$ cat src/pbb_pkg.sv
// Shared types and constants for the padded bounding-box crop block.
`default_nettype none

package pbb_pkg;

  // Fixed field widths
  localparam int unsigned RED_W      = 8;
  localparam int unsigned DIM_W      = 13;
  localparam int unsigned ROW_W      = 12;
  localparam int unsigned MASK_W     = 4;
  localparam int unsigned CROP_W     = 14;
  localparam int unsigned RENDER_W   = 18;
  localparam int unsigned CFG_IDX_W  = 3;
  localparam int unsigned CFG_DATA_W = 13;
  localparam int unsigned IN_DATA_W  = 8;
  localparam int unsigned OUT_DATA_W = 96;

  localparam logic [RED_W-1:0]           RED_THRESH   = 8'd2;
  localparam logic signed [RENDER_W-1:0] RENDER_LIMIT = 18'sd100000;

  // x / 5 == (x * 52429) >> 18 for all x below 2^15
  localparam logic [15:0]  DIV5_RECIP = 16'd52429;
  localparam int unsigned  DIV5_SHIFT = 18;

  localparam logic [DIM_W-1:0] DIM_RESET = 13'd4096;

  // edge_overflow_mask bit positions
  localparam int unsigned MASK_TOP    = 0;
  localparam int unsigned MASK_LEFT   = 1;
  localparam int unsigned MASK_BOTTOM = 2;
  localparam int unsigned MASK_RIGHT  = 3;

  typedef enum logic [CFG_IDX_W-1:0] {
    REG_IMAGE_WIDTH    = 3'd0,
    REG_IMAGE_HEIGHT   = 3'd1,
    REG_LINE_START_ROW = 3'd2,
    REG_LINE_END_ROW   = 3'd3,
    REG_EDGE_MASK      = 3'd4,
    REG_FRAGMENT_MODE  = 3'd5
  } cfg_idx_e;

  typedef struct packed {
    logic [DIM_W-1:0]  image_width;
    logic [DIM_W-1:0]  image_height;
    logic [ROW_W-1:0]  line_start_row;
    logic [ROW_W-1:0]  line_end_row;
    logic [MASK_W-1:0] edge_overflow_mask;
    logic              upper_fragment_mode;
  } cfg_t;

  // Result item, crop_left in the lowest bits
  typedef struct packed {
    logic [3:0]                 pad;
    logic signed [RENDER_W-1:0] render_bottom;
    logic signed [RENDER_W-1:0] render_top;
    logic signed [CROP_W-1:0]   crop_bottom;
    logic signed [CROP_W-1:0]   crop_right;
    logic signed [CROP_W-1:0]   crop_top;
    logic signed [CROP_W-1:0]   crop_left;
  } res_t;

endpackage

`default_nettype wire

$ cat src/pbb_cfg.sv
// Configuration registers and effective image limits.
`default_nettype none

module pbb_cfg #(
  parameter int unsigned MAX_DIM = 4096,
  parameter int unsigned CW      = 12
) (
  input  wire                          clk_i,
  input  wire                          rst_ni,
  input  wire                          wr_i,
  input  wire [pbb_pkg::CFG_IDX_W-1:0] index_i,
  input  wire [pbb_pkg::CFG_DATA_W-1:0] data_i,
  output pbb_pkg::cfg_t                cfg_o,
  output logic                         rearm_o,
  output logic [CW-1:0]                col_last_o,
  output logic [CW-1:0]                row_last_o
);
  import pbb_pkg::*;

  localparam logic [CW-1:0] DIM_LAST = CW'(MAX_DIM - 1);

  cfg_t cfg_q;

  function automatic logic [CW-1:0] dim_last(input logic [DIM_W-1:0] v);
    logic [CW-1:0] r;
    if (v == '0) begin
      r = '0;
    end else if (int'(v) > int'(MAX_DIM)) begin
      r = DIM_LAST;
    end else begin
      r = CW'(int'(v) - 1);
    end
    return r;
  endfunction

  always_ff @(posedge clk_i or negedge rst_ni) begin
    if (!rst_ni) begin
      cfg_q.image_width         <= DIM_RESET;
      cfg_q.image_height        <= DIM_RESET;
      cfg_q.line_start_row      <= '0;
      cfg_q.line_end_row        <= '0;
      cfg_q.edge_overflow_mask  <= '0;
      cfg_q.upper_fragment_mode <= 1'b0;
    end else if (wr_i) begin
      case (cfg_idx_e'(index_i))
        REG_IMAGE_WIDTH:    cfg_q.image_width         <= data_i[DIM_W-1:0];
        REG_IMAGE_HEIGHT:   cfg_q.image_height        <= data_i[DIM_W-1:0];
        REG_LINE_START_ROW: cfg_q.line_start_row      <= data_i[ROW_W-1:0];
        REG_LINE_END_ROW:   cfg_q.line_end_row        <= data_i[ROW_W-1:0];
        REG_EDGE_MASK:      cfg_q.edge_overflow_mask  <= data_i[MASK_W-1:0];
        REG_FRAGMENT_MODE:  cfg_q.upper_fragment_mode <= data_i[0];
        default: ;
      endcase
    end
  end

  always_comb begin
    rearm_o = wr_i && ((cfg_idx_e'(index_i) == REG_IMAGE_WIDTH) ||
                       (cfg_idx_e'(index_i) == REG_IMAGE_HEIGHT));
  end

  assign cfg_o      = cfg_q;
  assign col_last_o = dim_last(cfg_q.image_width);
  assign row_last_o = dim_last(cfg_q.image_height);

endmodule

`default_nettype wire

$ cat src/pbb_track.sv
// Raster position counters, running extents and the end-of-frame snapshot.
`default_nettype none

module pbb_track #(
  parameter int unsigned CW = 12
) (
  input  wire                      clk_i,
  input  wire                      rst_ni,
  input  wire                      in_valid_i,
  output logic                     in_ready_o,
  input  wire [pbb_pkg::RED_W-1:0] red_i,
  input  wire                      last_i,
  input  wire                      rearm_i,
  input  wire [CW-1:0]             col_last_i,
  input  wire [CW-1:0]             row_last_i,
  output logic                     snap_valid_o,
  input  wire                      snap_ready_i,
  output logic [CW-1:0]            snap_min_col_o,
  output logic [CW-1:0]            snap_max_col_o,
  output logic [CW-1:0]            snap_min_row_o,
  output logic [CW-1:0]            snap_max_row_o
);
  import pbb_pkg::*;

  logic [CW-1:0] col_q, col_d, row_q, row_d;
  logic [CW-1:0] min_col_q, min_col_d, min_row_q, min_row_d;
  logic [CW-1:0] max_col_q, max_col_d, max_row_q, max_row_d;
  logic          any_q, any_d;
  logic          snap_v_q;
  logic [CW-1:0] snap_min_col_q, snap_max_col_q, snap_min_row_q, snap_max_row_q;
  logic          accept, hit;

  assign in_ready_o = !snap_v_q || snap_ready_i;
  assign accept     = in_valid_i && in_ready_o;
  assign hit        = red_i > RED_THRESH;

  // any_q marks that the min registers hold a real pixel; until then the
  // minimum reads as the last column / row, as after a re-arm
  always_comb begin
    any_d     = any_q || hit;
    min_col_d = (hit && (!any_q || col_q < min_col_q)) ? col_q : min_col_q;
    min_row_d = (hit && (!any_q || row_q < min_row_q)) ? row_q : min_row_q;
    max_col_d = (hit && col_q > max_col_q) ? col_q : max_col_q;
    max_row_d = (hit && row_q > max_row_q) ? row_q : max_row_q;
    if (col_q >= col_last_i) begin
      col_d = '0;
      row_d = (row_q >= row_last_i) ? '0 : row_q + 1'b1;
    end else begin
      col_d = col_q + 1'b1;
      row_d = row_q;
    end
  end

  always_ff @(posedge clk_i or negedge rst_ni) begin
    if (!rst_ni) begin
      any_q     <= 1'b0;
      max_col_q <= '0;
      max_row_q <= '0;
      col_q     <= '0;
      row_q     <= '0;
    end else if (rearm_i || (accept && last_i)) begin
      any_q     <= 1'b0;
      max_col_q <= '0;
      max_row_q <= '0;
      col_q     <= '0;
      row_q     <= '0;
    end else if (accept) begin
      any_q     <= any_d;
      max_col_q <= max_col_d;
      max_row_q <= max_row_d;
      col_q     <= col_d;
      row_q     <= row_d;
    end
  end

  always_ff @(posedge clk_i) begin
    if (accept) begin
      min_col_q <= min_col_d;
      min_row_q <= min_row_d;
    end
  end

  always_ff @(posedge clk_i or negedge rst_ni) begin
    if (!rst_ni) begin
      snap_v_q <= 1'b0;
    end else if (accept && last_i) begin
      snap_v_q <= 1'b1;
    end else if (snap_ready_i) begin
      snap_v_q <= 1'b0;
    end
  end

  always_ff @(posedge clk_i) begin
    if (accept && last_i) begin
      snap_min_col_q <= any_d ? min_col_d : col_last_i;
      snap_min_row_q <= any_d ? min_row_d : row_last_i;
      snap_max_col_q <= max_col_d;
      snap_max_row_q <= max_row_d;
    end
  end

  assign snap_valid_o   = snap_v_q;
  assign snap_min_col_o = snap_min_col_q;
  assign snap_max_col_o = snap_max_col_q;
  assign snap_min_row_o = snap_min_row_q;
  assign snap_max_row_o = snap_max_row_q;

endmodule

`default_nettype wire

$ cat src/pbb_crop.sv
// Padding by a fifth of the extent, clamping and the result register.
`default_nettype none

module pbb_crop #(
  parameter int unsigned CW = 12
) (
  input  wire                            clk_i,
  input  wire                            rst_ni,
  input  wire                            in_valid_i,
  output logic                           in_ready_o,
  input  wire [CW-1:0]                   min_col_i,
  input  wire [CW-1:0]                   max_col_i,
  input  wire [CW-1:0]                   min_row_i,
  input  wire [CW-1:0]                   max_row_i,
  input  wire pbb_pkg::cfg_t             cfg_i,
  input  wire [CW-1:0]                   col_last_i,
  input  wire [CW-1:0]                   row_last_i,
  output logic                           out_valid_o,
  input  wire                            out_ready_i,
  output logic [pbb_pkg::OUT_DATA_W-1:0] out_data_o
);
  import pbb_pkg::*;

  localparam int unsigned EW = CW + 2;
  localparam int unsigned PW = CW + 16;

  // Extent / 5, truncated toward zero
  function automatic logic signed [CW:0] pad_div5(input logic [CW-1:0] hi,
                                                  input logic [CW-1:0] lo);
    logic signed [CW:0] ext;
    logic [CW-1:0]      mag;
    logic [PW-1:0]      prod;
    logic [CW:0]        quo;
    ext  = $signed({1'b0, hi}) - $signed({1'b0, lo});
    mag  = ext[CW] ? CW'(-ext) : CW'(ext);
    prod = PW'(mag) * PW'(DIV5_RECIP);
    quo  = (CW + 1)'(prod >> DIV5_SHIFT);
    return ext[CW] ? -$signed(quo) : $signed(quo);
  endfunction

  logic                 p_v_q, o_v_q, o_ready;
  logic [CW-1:0]        p_min_col_q, p_max_col_q, p_min_row_q, p_max_row_q;
  logic signed [CW:0]   p_hpad_q, p_vpad_q;
  res_t                 res_q, res_d;

  logic signed [EW-1:0] hpad, vpad, lpad, rpad, tpad, bpad;
  logic signed [EW-1:0] min_c, max_c, min_r, max_r, col_lim, row_lim;
  logic signed [EW-1:0] left, right, top_pad, bot_pad;

  assign o_ready    = !o_v_q || out_ready_i;
  assign in_ready_o = !p_v_q || o_ready;

  // Stage 1: padding
  always_ff @(posedge clk_i or negedge rst_ni) begin
    if (!rst_ni) begin
      p_v_q <= 1'b0;
    end else if (in_ready_o) begin
      p_v_q <= in_valid_i;
    end
  end

  always_ff @(posedge clk_i) begin
    if (in_ready_o && in_valid_i) begin
      p_min_col_q <= min_col_i;
      p_max_col_q <= max_col_i;
      p_min_row_q <= min_row_i;
      p_max_row_q <= max_row_i;
      p_hpad_q    <= pad_div5(max_col_i, min_col_i);
      p_vpad_q    <= pad_div5(max_row_i, min_row_i);
    end
  end

  // Stage 2: edges, clamps and the render limits
  always_comb begin
    hpad    = EW'(p_hpad_q);
    vpad    = EW'(p_vpad_q);
    lpad    = cfg_i.edge_overflow_mask[MASK_LEFT]   ? '0 : hpad;
    rpad    = cfg_i.edge_overflow_mask[MASK_RIGHT]  ? '0 : hpad;
    tpad    = cfg_i.edge_overflow_mask[MASK_TOP]    ? '0 : vpad;
    bpad    = cfg_i.edge_overflow_mask[MASK_BOTTOM] ? '0 : vpad;
    min_c   = $signed({2'b00, p_min_col_q});
    max_c   = $signed({2'b00, p_max_col_q});
    min_r   = $signed({2'b00, p_min_row_q});
    max_r   = $signed({2'b00, p_max_row_q});
    col_lim = $signed({2'b00, col_last_i});
    row_lim = $signed({2'b00, row_last_i});

    left    = min_c - lpad;
    right   = max_c + rpad;
    top_pad = min_r - tpad;
    bot_pad = max_r + bpad;
    if (left < 0) left = '0;
    if (right > col_lim) right = col_lim;
    if (top_pad < 0) top_pad = '0;
    if (bot_pad > row_lim) bot_pad = row_lim;

    res_d            = '0;
    res_d.crop_left  = CROP_W'(left);
    res_d.crop_right = CROP_W'(right);
    if (!cfg_i.upper_fragment_mode) begin
      // proximal: fragment above the line
      res_d.crop_top      = CROP_W'(top_pad);
      res_d.crop_bottom   = $signed({2'b00, cfg_i.line_end_row});
      res_d.render_top    = $signed({6'd0, cfg_i.line_end_row});
      res_d.render_bottom = RENDER_LIMIT;
    end else begin
      res_d.crop_top      = $signed({2'b00, cfg_i.line_end_row});
      res_d.crop_bottom   = CROP_W'(bot_pad);
      res_d.render_top    = -RENDER_LIMIT;
      res_d.render_bottom = $signed({6'd0, cfg_i.line_start_row});
    end
  end

  always_ff @(posedge clk_i or negedge rst_ni) begin
    if (!rst_ni) begin
      o_v_q <= 1'b0;
    end else if (o_ready) begin
      o_v_q <= p_v_q;
    end
  end

  always_ff @(posedge clk_i) begin
    if (o_ready && p_v_q) begin
      res_q <= res_d;
    end
  end

  assign out_valid_o = o_v_q;
  assign out_data_o  = res_q;

endmodule

`default_nettype wire

$ cat src/padded_bounding_box_crop.sv
// Top level of the padded bounding-box crop block.
// Takes one pixel per clock on the slave stream, every cycle, while tready is
// high; tready drops only when the result pipeline behind the end-of-frame
// snapshot is full and the master side stalls. Column and row are counted
// internally in raster order, and pixels with red above 2 widen the running
// box. The pixel marked by tlast closes the frame: its extents are captured,
// the tracker re-arms in the same cycle, and the crop result passes from the
// snapshot register through the padding register (divide-by-5 multiplier)
// and the clamp into the output register. Writing the image width or height
// restarts the current frame. Configuration is to be written between frames.
`default_nettype none

module padded_bounding_box_crop #(
  parameter int unsigned MAX_DIM = 4096
) (
  input  wire                            clk_i,
  input  wire                            rst_ni,
  // tdata: pixel_red[7:0]
  input  wire                            s_axis_tvalid,
  output logic                           s_axis_tready,
  input  wire [pbb_pkg::IN_DATA_W-1:0]   s_axis_tdata,
  input  wire                            s_axis_tlast,
  // tdata: crop_left[13:0], crop_top[27:14], crop_right[41:28],
  //        crop_bottom[55:42], render_top[73:56], render_bottom[91:74], zero
  output logic                           m_axis_tvalid,
  input  wire                            m_axis_tready,
  output logic [pbb_pkg::OUT_DATA_W-1:0] m_axis_tdata,
  input  wire                            cfg_valid_i,
  output logic                           cfg_ready_o,
  input  wire [pbb_pkg::CFG_IDX_W-1:0]   cfg_index_i,
  input  wire [pbb_pkg::CFG_DATA_W-1:0]  cfg_data_i
);
  import pbb_pkg::*;

  localparam int unsigned CW = $clog2(MAX_DIM);

  cfg_t          cfg;
  logic          rearm;
  logic [CW-1:0] col_last, row_last;
  logic          snap_valid, snap_ready;
  logic [CW-1:0] snap_min_col, snap_max_col, snap_min_row, snap_max_row;

  assign cfg_ready_o = 1'b1;

  pbb_cfg #(
    .MAX_DIM (MAX_DIM),
    .CW      (CW)
  ) u_cfg (
    .clk_i      (clk_i),
    .rst_ni     (rst_ni),
    .wr_i       (cfg_valid_i && cfg_ready_o),
    .index_i    (cfg_index_i),
    .data_i     (cfg_data_i),
    .cfg_o      (cfg),
    .rearm_o    (rearm),
    .col_last_o (col_last),
    .row_last_o (row_last)
  );

  pbb_track #(
    .CW (CW)
  ) u_track (
    .clk_i          (clk_i),
    .rst_ni         (rst_ni),
    .in_valid_i     (s_axis_tvalid),
    .in_ready_o     (s_axis_tready),
    .red_i          (s_axis_tdata[RED_W-1:0]),
    .last_i         (s_axis_tlast),
    .rearm_i        (rearm),
    .col_last_i     (col_last),
    .row_last_i     (row_last),
    .snap_valid_o   (snap_valid),
    .snap_ready_i   (snap_ready),
    .snap_min_col_o (snap_min_col),
    .snap_max_col_o (snap_max_col),
    .snap_min_row_o (snap_min_row),
    .snap_max_row_o (snap_max_row)
  );

  pbb_crop #(
    .CW (CW)
  ) u_crop (
    .clk_i       (clk_i),
    .rst_ni      (rst_ni),
    .in_valid_i  (snap_valid),
    .in_ready_o  (snap_ready),
    .min_col_i   (snap_min_col),
    .max_col_i   (snap_max_col),
    .min_row_i   (snap_min_row),
    .max_row_i   (snap_max_row),
    .cfg_i       (cfg),
    .col_last_i  (col_last),
    .row_last_i  (row_last),
    .out_valid_o (m_axis_tvalid),
    .out_ready_i (m_axis_tready),
    .out_data_o  (m_axis_tdata)
  );

endmodule

`default_nettype wire

$ cat config.mk
export PLATFORM = sky130hd
export DESIGN_NAME = padded_bounding_box_crop
export DESIGN_NICKNAME = d
export VERILOG_FILES = /design/src/pbb_pkg.sv /design/src/pbb_cfg.sv /design/src/pbb_track.sv /design/src/pbb_crop.sv /design/src/padded_bounding_box_crop.sv
export SDC_FILE = /design/constraint.sdc
export NUM_CORES = 1
export LEC_CHECK = 0
export ABC_AREA = 1
export BUFFER_PORTS_ARGS = -buffer_cell sky130_fd_sc_hd__buf_2
export CAP_MARGIN = 0
export CORE_ASPECT_RATIO = 1.2
export CORE_MARGIN = 10
export CORE_UTILIZATION = 65
export CTS_CLUSTER_SIZE = 28
export DETAILED_ROUTE_END_ITERATION = 16
export GPL_TIMING_DRIVEN = 0
export PLACE_DENSITY = 0.84
export SLEW_MARGIN = 10
export SYNTH_ARGS = -nofsm -noshare
export SYNTH_HDL_FRONTEND = slang
export SYNTH_HIERARCHICAL = 1
export SYNTH_SLANG_ARGS = --single-unit
$ cat constraint.sdc
create_clock -name clk_i -period 19 [get_ports clk_i]
set_clock_uncertainty 0.1 [all_clocks]
set_input_delay 2.85 -clock clk_i [delete_from_list [all_inputs] [get_ports clk_i]]
set_output_delay 2.85 -clock clk_i [all_outputs]
set_load 0.01 [all_outputs]
==> impl_results.md, run 1 <==
- Clock tree buffer depth: 3
- Final Critical Period: 8410 ps
- Yosys warns: 6
- Vias: 23670
- Data required time of the worst path: 19170 ps
- Clock-pin slew of the registers on the worst-case setup and hold paths: 60 ps
- R2r startpoint: u_track/snap_max_row_o[0]$_DFFE_PP_
- Final-report max-slew violation count: 0
- Setup violation total in the final timing report: 0
- Reg2reg end: u_crop/p_vpad_q[10]$_SDFFCE_PN0P_
- Share of post-route cells with drive strength above 1: 11.2%
- Kind of end point of the critical path: flop
- Final hold vios: 0
- Count of unresolved DRC violations after routing: 0
- Share of flip-flops with an asynchronous set or reset after synthesis: 31.9%
- Global-route wire length before repair: 118000 um
- Capture point of the critical path: u_crop/p_vpad_q[10]$_SDFFCE_PN0P_
- Slowest cell on the critical path: sky130_fd_sc_hd__fa_1
- Cell variety after synth: 64
- Number of DRC violations after detailed-routing iteration 0: 1886
- Most common cell on crit path: sky130_fd_sc_hd__fa_1
- Number of placement rows: 83
- Die span in x: 210 um
- Net total in the final layout: 4120
- Share of the clock period used by the worst path after layout: 44.3%
- Length in cells of the worst reg-to-reg path: 31
- Vias in the first global route: 23432
- Residual antenna-violating net count after detailed routing: 0
- Post-route setup TNS: 0 ps
- Portion of the post-synthesis area used by sequential elements: 33.7%
- Unrepaired setup endpoints after global routing: false
- # H-tree levels: 2
- Maximum Capacitance Violations: 0
- Setup bufs post-CTS: 0
- Most used flip-flop cell after synthesis: sky130_fd_sc_hd__edfxtp_1
- R2R setup slack: 10590 ps
- Cell types with the largest area share after synthesis: sky130_fd_sc_hd__edfxtp_1 (24%), sky130_fd_sc_hd__ha_1 (14%), sky130_fd_sc_hd__nand2_1 (11%)
- Dominant cell by count in the synthesized netlist: sky130_fd_sc_hd__nand2_1
- Class of the most critical setup path: flop to flop
- Beginning of the critical path: u_track/snap_max_row_o[0]$_DFFE_PP_
- Post-synth top cells: sky130_fd_sc_hd__nand2_1 (825), sky130_fd_sc_hd__inv_1 (644), sky130_fd_sc_hd__ha_1 (322), sky130_fd_sc_hd__nor2_1 (250), sky130_fd_sc_hd__edfxtp_1 (228)
- Routed wirelength normalized by instance count: 17.3 um
- Classification of the worst-slack hold path: flop to flop
- Overall track demand over capacity in global routing: 27.7%
- Transition time at the pin with the least slew margin: 1140 ps
- Quantity of gates resized following cts: 0
- Cts-stage hold buffer count: 0
- Vias/cell: 5.56
- #FFs+latches synth: 335
- Area inside the core boundary: 42900 sq um
- Synthesized instance count: 3506
- Effective utilization at floorplan: 66.0%
- Skew-Pair Late Insertion Delay: 530 ps
- Startpoint of the worst hold path: u_track/snap_min_row_o[10]$_DFFE_PP_
- TritonCTS Buffers: 36
- Startpoint type of the worst setup path: flop
- Total die area: 52300 sq um
- Worst slew slack as a fraction of its limit: 23.9%
- Number of antenna violations at the first check in global routing: 0
- Crit path largest cell delay: 580 ps
- Root Buffer: sky130_fd_sc_hd__clkbuf_16
- Port bufs: 117
- Pin count of the biggest net entering global routing: 66
- Avg Synthesized Cell Area: 8.07 sq um
- Number of sinks driven by the clock tree: 335
- Height of the chip: 249 um
- RD Place Congestion: 0.918
- Clock tree from TritonCTS: built
- Ant. Diodes: 0
- Number of primary I/O pins: 129
- Highest achievable clock rate: 119 MHz
- Wire length after detailed routing: 73500 um
- Highest net fanout along the worst path: 10
- Status: finished, final reports clean
- Mapped Area: 28300 sq um
- Layout overhead on the synthesized area: 9.50%
- Cell taking the most area after synthesis: sky130_fd_sc_hd__edfxtp_1
- Detailed placer's ending HPWL: 58000 um
- Critical Path AT: 8580 ps
- Number of detailed-route iterations in the first pass: 6
- Fraction of post-synthesis cell area in the top cell type by area: 24.2%
- EDFF count, synth: 228
- GRT Residual Overflow: 0
## flip-flops by register name (all words and copies together) (netlist names), 13 cells and up
| name | cells |
|---|---|
| u_cfg/cfg_o | 55 |
| u_crop/p_hpad_q | 13 |
| u_crop/p_vpad_q | 13 |
| u_crop/out_data_o | 82 |
## metrics by stage
step	util, %	hold slack, ps	std cells	cell area [sq um]	worst slack, ps
after detailed placement	69.4	342	4192	29800	10730
after global placement	69.0	332	4186	29600	9990
final	72.2	358	4258	31000	10590
after floorplan	-	326	3517	28300	11490
after global routing	72.2	362	4258	31000	10100
after CTS	72.2	355	4258	31000	10670
## placed cells by master (no fill, tap or decap), types with 82 or more instances in the layout
cell / Yosys / routed
sky130_fd_sc_hd__a21oi_1: 149 / 148
sky130_fd_sc_hd__buf_2: 16 / 132
sky130_fd_sc_hd__dfrtp_1: 105 / 105
sky130_fd_sc_hd__edfxtp_1: 228 / 228
sky130_fd_sc_hd__fa_1: 90 / 90
sky130_fd_sc_hd__ha_1: 322 / 322
sky130_fd_sc_hd__inv_1: 644 / 643
sky130_fd_sc_hd__nand2_1: 825 / 825
sky130_fd_sc_hd__nand3_1: 218 / 218
sky130_fd_sc_hd__nor2_1: 250 / 249
sky130_fd_sc_hd__o21ai_0: 82 / 82
## area by class of cell
type                            instances  area, sq um
Inverter                              667         2510
Clock inverter                         14          171
Timing Repair Buffer                  123          742
Sequential cell                       335         9530
Tap cell                              552          691
Fill cell                            3248        11900
Multi-Input combinational cell       2446        15800
Clock buffer                           52         1020
Buffer                                 69          494
## worst max-delay path: cells and delay by family, from the launching register on
| family | cells | cell delay (ps) |
|---|---|---|
| XOR/XNOR | 2 | 960 |
| flip-flops | 1 | 440 |
| AND/OR/NAND/NOR | 10 | 1380 |
| adder cells (fa/ha/maj) | 9 | 3700 |
| buffers and inverters | 6 | 890 |
| AO/OA/AOI/OAI | 4 | 660 |
## routing by layer
layer / global-route usage, % / routed length [um] / up-vias
met5: 0 / 0 / -
met4: 12.4 / 3500 / 0
met3: 3.23 / 4390 / 217
met2: 49.5 / 37200 / 877
met1: 32.7 / 28400 / 11010
li1: - / - / 11566
## worst min path at each step
| stage | end | cells after the start |
|---|---|---|
| 6_report | u_crop/p_min_row_q[10]$_DFFE_PP_ | 0 |
| 5_1_grt | u_crop/p_min_row_q[10]$_DFFE_PP_ | 0 |
| 4_1_cts | u_crop/p_min_row_q[10]$_DFFE_PP_ | 0 |
| 3_5_place_dp | u_crop/p_min_row_q[10]$_DFFE_PP_ | 0 |
| 3_3_place_gp | u_crop/p_min_col_q[5]$_DFFE_PP_ | 0 |
| 2_1_floorplan | u_crop/p_max_col_q[0]$_DFFE_PP_ | 0 |
## kinds of logic after synthesis
logic type / Yosys count / share of synthesized area, %
compound gates: 367 / 7.55
flops: 335 / 33.7
simple gates: 1560 / 24.6
other cells: 2 / 0.0265
fa+ha+maj: 412 / 20.6
xor+xnor: 94 / 2.96
buf+inv: 736 / 10.6
Power of run 1 is left out: the tool's default activity adds up to more than one toggle a clock period on the data nets, which glitch-free logic cannot reach.
==> run 2, diff against run 1 <==
- CORE_UTILIZATION: 65 -> 64
- PLACE_DENSITY: 0.84 -> 0.82
- clock period: 19 -> 8.1 ns (I/O delays scaled with it)
==> run 2 against run 1 <==
Effect of this change:
- final cell count grew 0.28%
- highest routed layer is now met5
- critical path type unchanged
- count of clock-buffer cells in the layout shrank 3
- fmax grew 8.2%
- non-clock buffer count grew 3
- design area grew 0.72%
- global-route usage shrank 0.70 points
==> impl_results.md, run 2 (synthesized netlist as in run 1, its figures left out) <==
- RD Place Congestion: 0.940 (+2.4%)
- Cts-stage hold buffer count: 0 (unchanged)
- Largest register FFs: 82 (unchanged)
- Critical Path AT: 7940 ps (-640 ps)
- TritonCTS Buffers: 37 (+2.8%)
- Vias/cell: 5.51 (-0.83%)
- Vias: 23540 (-0.55%)
- Highest net fanout along the worst path: 10 (unchanged)
- Detailed placer's ending HPWL: 57400 um (-1.1%)
- Classification of the worst-slack hold path: flop to flop
- Highest achievable clock rate: 129 MHz (+8.2%)
- # fillers: 3414 (+5.1%)
- Startpoint type of the worst setup path: flop
- Number of placed cells counting well taps: 4199 (+0.17%)
- Status: finished, final reports clean
- Clock tree from TritonCTS: built
- Final hold vios: 0 (unchanged)
- Class of the most critical setup path: flop to flop
- Overall track demand over capacity in global routing: 27.0% (-0.70 points)
- Pin count of the biggest net entering global routing: 66 (unchanged)
- Skew-Pair Late Insertion Delay: 530 ps (about the same)
- Total die area: 53000 sq um (+1.4%)
- Slowest cell on the critical path: sky130_fd_sc_hd__fa_2
- Root Buffer: sky130_fd_sc_hd__clkbuf_16
- Wire length after detailed routing: 71800 um (-2.3%)
- Clock tree buffer depth: 3 (unchanged)
- Effective utilization at floorplan: 64.7% (-1.3 points)
- Die span in x: 212 um (+0.71%)
- Clock-pin slew of the registers on the worst-case setup and hold paths: 60 ps (about the same)
- Share of the clock period used by the worst path after layout: 96.0% (+52 points)
- Crit path largest cell delay: 590 ps (about the same)
- Height of the chip: 250 um (+0.72%)
- Non-filler instance count after layout: 4270 (+0.28%)
- Data required time of the worst path: 8260 ps (-10910 ps)
- Transition time at the pin with the least slew margin: 1170 ps (+30.5 ps)
- Worst hold slack after final layout: 358 ps (-0.578 ps)
- GRT Residual Overflow: 0 (unchanged)
- Net total in the final layout: 4124 (+0.097%)
- Area inside the core boundary: 43700 sq um (+1.9%)
- Share of post-route cells with drive strength above 1: 12.1% (+0.90 points)
- Final Critical Period: 7780 ps (-636 ps)
- Count of unresolved DRC violations after routing: 0 (unchanged)
- Number of primary I/O pins: 129 (unchanged)
- Worst slew slack as a fraction of its limit: 21.9% (-2.0 points)
- Number of detailed-route iterations in the first pass: 6 (unchanged)
- Layout overhead on the synthesized area: 10.3%
- # H-tree levels: 2 (unchanged)
- Residual antenna-violating net count after detailed routing: 0 (unchanged)
- Maximum Capacitance Violations: 0 (unchanged)
- Final-report max-slew violation count: 0 (unchanged)
- Most used cells in the layout excluding fill and tap cells: sky130_fd_sc_hd__nand2_1 (822), sky130_fd_sc_hd__inv_1 (643), sky130_fd_sc_hd__ha_1 (319), sky130_fd_sc_hd__nor2_1 (241), sky130_fd_sc_hd__edfxtp_1 (228)
- Global-route wire length before repair: 115000 um (-1.8%)
- Number of antenna violations at the first check in global routing: 2 (+2)
- Port bufs: 117 (unchanged)
- Setup violation total in the final timing report: 0 (unchanged)
- Kind of end point of the critical path: flop
- Routed wirelength normalized by instance count: 16.8 um (-2.6%)
- Vias in the first global route: 22895 (-2.3%)
- Number of DRC violations after detailed-routing iteration 0: 1759 (-6.7%)
- Leading cell type in the layout, fill and taps excluded: sky130_fd_sc_hd__nand2_1
- Number of sinks driven by the clock tree: 335 (unchanged)
- Number of placement rows: 84 (+1.2%)
==> run 2: stage by stage <==
stage | cell area (sq um) | util [%] | setup TNS, ps | setup WS (ps)
4_1_cts | 31000 | 70.9 | 0 | 69.0
2_1_floorplan | 28300 | - | 0 | 1380
6_report | 31200 | 71.4 | 0 | 323
5_1_grt | 31200 | 71.4 | -108 | -36.4
3_5_place_dp | 29800 | 68.1 | -1300 | -289
3_3_place_gp | 29600 | 67.7 | -910 | -235
==> run 2: layer usage <==
| metal | global-route usage [%] | wire length [um] | up-vias |
|---|---|---|---|
| met5 | 0 | 7 | - |
| met4 | 11.3 | 3120 | 2 |
| met3 | 3.32 | 4390 | 185 |
| met2 | 47.4 | 35700 | 822 |
| met1 | 32.7 | 28600 | 10950 |
| li1 | - | - | 11581 |
==> run 2: worst paths after layout <==
check / from / endpoint / slack, ps / cells after the start
setup reg to reg: u_track/snap_max_row_o[0]$_DFFE_PP_ / u_crop/p_vpad_q[10]$_SDFFCE_PN0P_ / 320 / 31
hold reg to reg: u_track/snap_min_col_o[11]$_DFFE_PP_ / u_crop/p_min_col_q[11]$_DFFE_PP_ / 360 / 0
min in group asynchronous: rst_ni / u_track/snap_valid_o$_DFFE_PN0P_ / 540 / 1
setup / recovery: u_track/snap_max_row_o[0]$_DFFE_PP_ / u_crop/p_vpad_q[10]$_SDFFCE_PN0P_ / 320 / 31
hold / removal: u_track/snap_min_col_o[11]$_DFFE_PP_ / u_crop/p_min_col_q[11]$_DFFE_PP_ / 360 / 0
max in group asynchronous: rst_ni / u_track/max_col_q[3]$_DFFE_PN0P_ / 6650 / 2
==> run 2: what timing repair did <==
action,in CTS,in global routing
pin swaps,0,3
hold endpoints to repair,0,0
setup endpoints to repair,9,19
resized for setup,3,36
setup buffers,0,3
==> run 2: cell type report <==
type / instances / area, sq um / area share, %
diodes: 1 / 2.50 / 0.00802
plain buffers: 69 / 498 / 1.60
clock buffers: 49 / 1000 / 3.21
clock inverters: 18 / 206 / 0.662
inverters: 667 / 2510 / 8.04
multi-input cells: 2446 / 16000 / 51.3
flip-flops and latches: 335 / 9530 / 30.5
well taps: 559 / 699 / 2.24
repair buffers: 126 / 764 / 2.45
==> run 2: critical path: cells and delay by family (launching register included) <==
kind / cells / cell delay (ps)
XOR/XNOR: 2 / 550
flip-flops: 1 / 450
adder cells (fa/ha/maj): 9 / 3700
AND/OR/NAND/NOR: 10 / 1310
AO/OA/AOI/OAI: 4 / 680
buffers and inverters: 6 / 710
Power of run 2 is left out for the same reason.
==> run 3, diff against run 2 <==
- SLEW_MARGIN: 10 -> unset
- clock period: 8.1 -> 8.55 ns (I/O delays scaled with it)
==> run 3 against run 2 <==
Effect of this change:
- design area down 0.57%
- fmax decreased by 4.1%
- via count is 0.33% lower
- sequential cell count is the same
- sequential share of layout area increased by 0.17 points
- critical path depth is 1 lower
- die area did not move
- routed wire length decreased by 0.16%
- first-iteration DRC count is 1.2% lower
- count of clock-buffer cells in the layout increased by 4
==> impl_results.md, run 3 (synthesized netlist as in run 1, its figures left out) <==
- Layout overhead on the synthesized area: 9.67%
- Area inside the core boundary: 43700 sq um (unchanged)
- Footprint of the multi-input gates: 15800 sq um (-0.94%)
- Startpoint type of the worst setup path: flop
- Clock tree buffer depth: 3 (unchanged)
- Maximum Capacitance Violations: 0 (unchanged)
- Routed wirelength normalized by instance count: 16.8 um (about the same)
- Most used cells in the layout excluding fill and tap cells: sky130_fd_sc_hd__nand2_1 (825), sky130_fd_sc_hd__inv_1 (643), sky130_fd_sc_hd__ha_1 (322), sky130_fd_sc_hd__nor2_1 (249), sky130_fd_sc_hd__edfxtp_1 (228)
- Class of the most critical setup path: flop to flop
- Status: finished, final reports clean
- Share of the clock period used by the worst path after layout: 94.9% (-1.1 points)
- Number of placement rows: 84 (unchanged)
- Slowest cell on the critical path: sky130_fd_sc_hd__fa_1
- Post-route setup TNS: 0 ps (unchanged)
- Leading cell type in the layout, fill and taps excluded: sky130_fd_sc_hd__nand2_1
- Skew-Pair Late Insertion Delay: 540 ps (about the same)
- RD Place Congestion: 0.940 (unchanged)
- Unrepaired setup endpoints after global routing: false
- Clock tree from TritonCTS: built
- Sequential cell area in the final layout: 9530 sq um (unchanged)
- Number of DRC violations after detailed-routing iteration 0: 1738 (-1.2%)
- Classification of the worst-slack hold path: flop to flop
- Largest register FFs: 82 (unchanged)
- Ant. Diodes: 0 (-1)
- Number of detailed-route iterations in the first pass: 6 (unchanged)
- Residual antenna-violating net count after detailed routing: 0 (unchanged)
- Transition time at the pin with the least slew margin: 1180 ps (+12.3 ps)
- Number of primary I/O pins: 129 (unchanged)
- Final Critical Period: 8110 ps (+335 ps)
- Net total in the final layout: 4120 (-0.097%)
- TritonCTS Buffers: 36 (-2.7%)
- Data required time of the worst path: 8720 ps (+460 ps)
- Die span in x: 212 um (unchanged)
- Number of sinks driven by the clock tree: 335 (unchanged)
- Highest achievable clock rate: 123 MHz (-4.1%)
- Vias in the first global route: 22902 (+0.031%)
- Overall track demand over capacity in global routing: 27.1% (+0.049 points)
- Kind of end point of the critical path: flop
- Crit path largest cell delay: 600 ps (about the same)
- Setup violation total in the final timing report: 0 (unchanged)
- Effective utilization at floorplan: 64.7% (unchanged)
- Final hold vios: 0 (unchanged)
- Highest net fanout along the worst path: 10 (unchanged)
- Share of post-route cells with drive strength above 1: 11.3% (-0.88 points)
- Setup bufs post-CTS: 0 (unchanged)
- # fillers: 3438 (+0.70%)
- Final-report max-slew violation count: 0 (unchanged)
- Worst slew slack as a fraction of its limit: 21.1% (-0.82 points)
- Count of unresolved DRC violations after routing: 0 (unchanged)
- Height of the chip: 250 um (unchanged)
- GRT Residual Overflow: 0 (unchanged)
- Vias: 23463 (-0.33%)
- # H-tree levels: 2 (unchanged)
- Port bufs: 117 (unchanged)
- Worst slack at placement: 153 ps (+441 ps)
- Detailed placer's ending HPWL: 57300 um (-0.19%)
- Total die area: 53000 sq um (unchanged)
- Vias/cell: 5.50 (-0.21%)
- Cts-stage hold buffer count: 0 (unchanged)
- Root Buffer: sky130_fd_sc_hd__clkbuf_16
- Critical Path AT: 8280 ps (+340 ps)
- Pin count of the biggest net entering global routing: 75 (+14%)
- Startpoint of the worst hold path: u_track/snap_min_col_o[11]$_DFFE_PP_
- Beginning of the critical path: u_track/snap_min_row_o[0]$_DFFE_PP_
- Global-route wire length before repair: 116000 um (+0.18%)
- R2r startpoint: u_track/snap_min_row_o[0]$_DFFE_PP_
- Worst path setup slack after routing: 439 ps (+115 ps)
- Most common cell on crit path: sky130_fd_sc_hd__fa_1
- Number of antenna violations at the first check in global routing: 0 (-2)
- Wire length after detailed routing: 71700 um (-0.16%)
- Clock-pin slew of the registers on the worst-case setup and hold paths: 60 ps (about the same)
-- run 3: worst max-delay path, delay by kind of cell (launching register included) --
| family | cells | cell delay (ps) |
|---|---|---|
| AO/OA/AOI/OAI | 4 | 700 |
| XOR/XNOR | 2 | 720 |
| adder cells (fa/ha/maj) | 9 | 3740 |
| buffers and inverters | 5 | 660 |
| flip-flops | 1 | 480 |
| AND/OR/NAND/NOR | 10 | 1450 |
-- run 3: cell type report --
class / instances / area share [%]
Sequential cell: 335 / 30.7
Inverter: 667 / 8.09
Timing Repair Buffer: 123 / 2.36
Multi-Input combinational cell: 2446 / 51.1
Clock buffer: 53 / 3.44
Clock inverter: 13 / 0.484
Tap cell: 559 / 2.25
Buffer: 69 / 1.60
-- run 3: what timing repair did --
item | CTS | global route
hold endpoints to repair | 0 | 0
resized for setup | 0 | 5
endpoints found under the setup margin | 0 | 10
-- run 3: path summary, 6_finish.rpt --
path                       slack, ps  cells after the start                                end
setup / recovery                 440                     30  u_crop/p_vpad_q[10]$_SDFFCE_PN0P_
hold / removal                   360                      0   u_crop/p_min_col_q[11]$_DFFE_PP_
setup reg to reg                 440                     30  u_crop/p_vpad_q[10]$_SDFFCE_PN0P_
hold reg to reg                  360                      0   u_crop/p_min_col_q[11]$_DFFE_PP_
max in group asynchronous       6880                      2   u_track/max_col_q[3]$_DFFE_PN0P_
min in group asynchronous        700                      1   u_track/snap_valid_o$_DFFE_PN0P_
-- run 3: metal layers --
metal / wire length (um) / up-vias / track usage [%]
li1: - / 11571 / -
met1: 28400 / 10879 / 32.8
met2: 35700 / 836 / 47.5
met3: 4530 / 177 / 3.21
met4: 3040 / 0 / 11.4
met5: 0 / - / 0
-- run 3: metrics by stage --
step / std cells / util, % / hold WS [ps] / instance area (sq um)
2_1_floorplan: 3517 / - / 326 / 28300
3_5_place_dp: 4199 / 68.1 / 337 / 29800
5_1_grt: 4265 / 71.0 / 358 / 31000
3_3_place_gp: 4193 / 67.7 / 332 / 29600
4_1_cts: 4265 / 70.9 / 361 / 31000
6_report: 4265 / 71.0 / 357 / 31000
Power of run 3 is left out for the same reason.
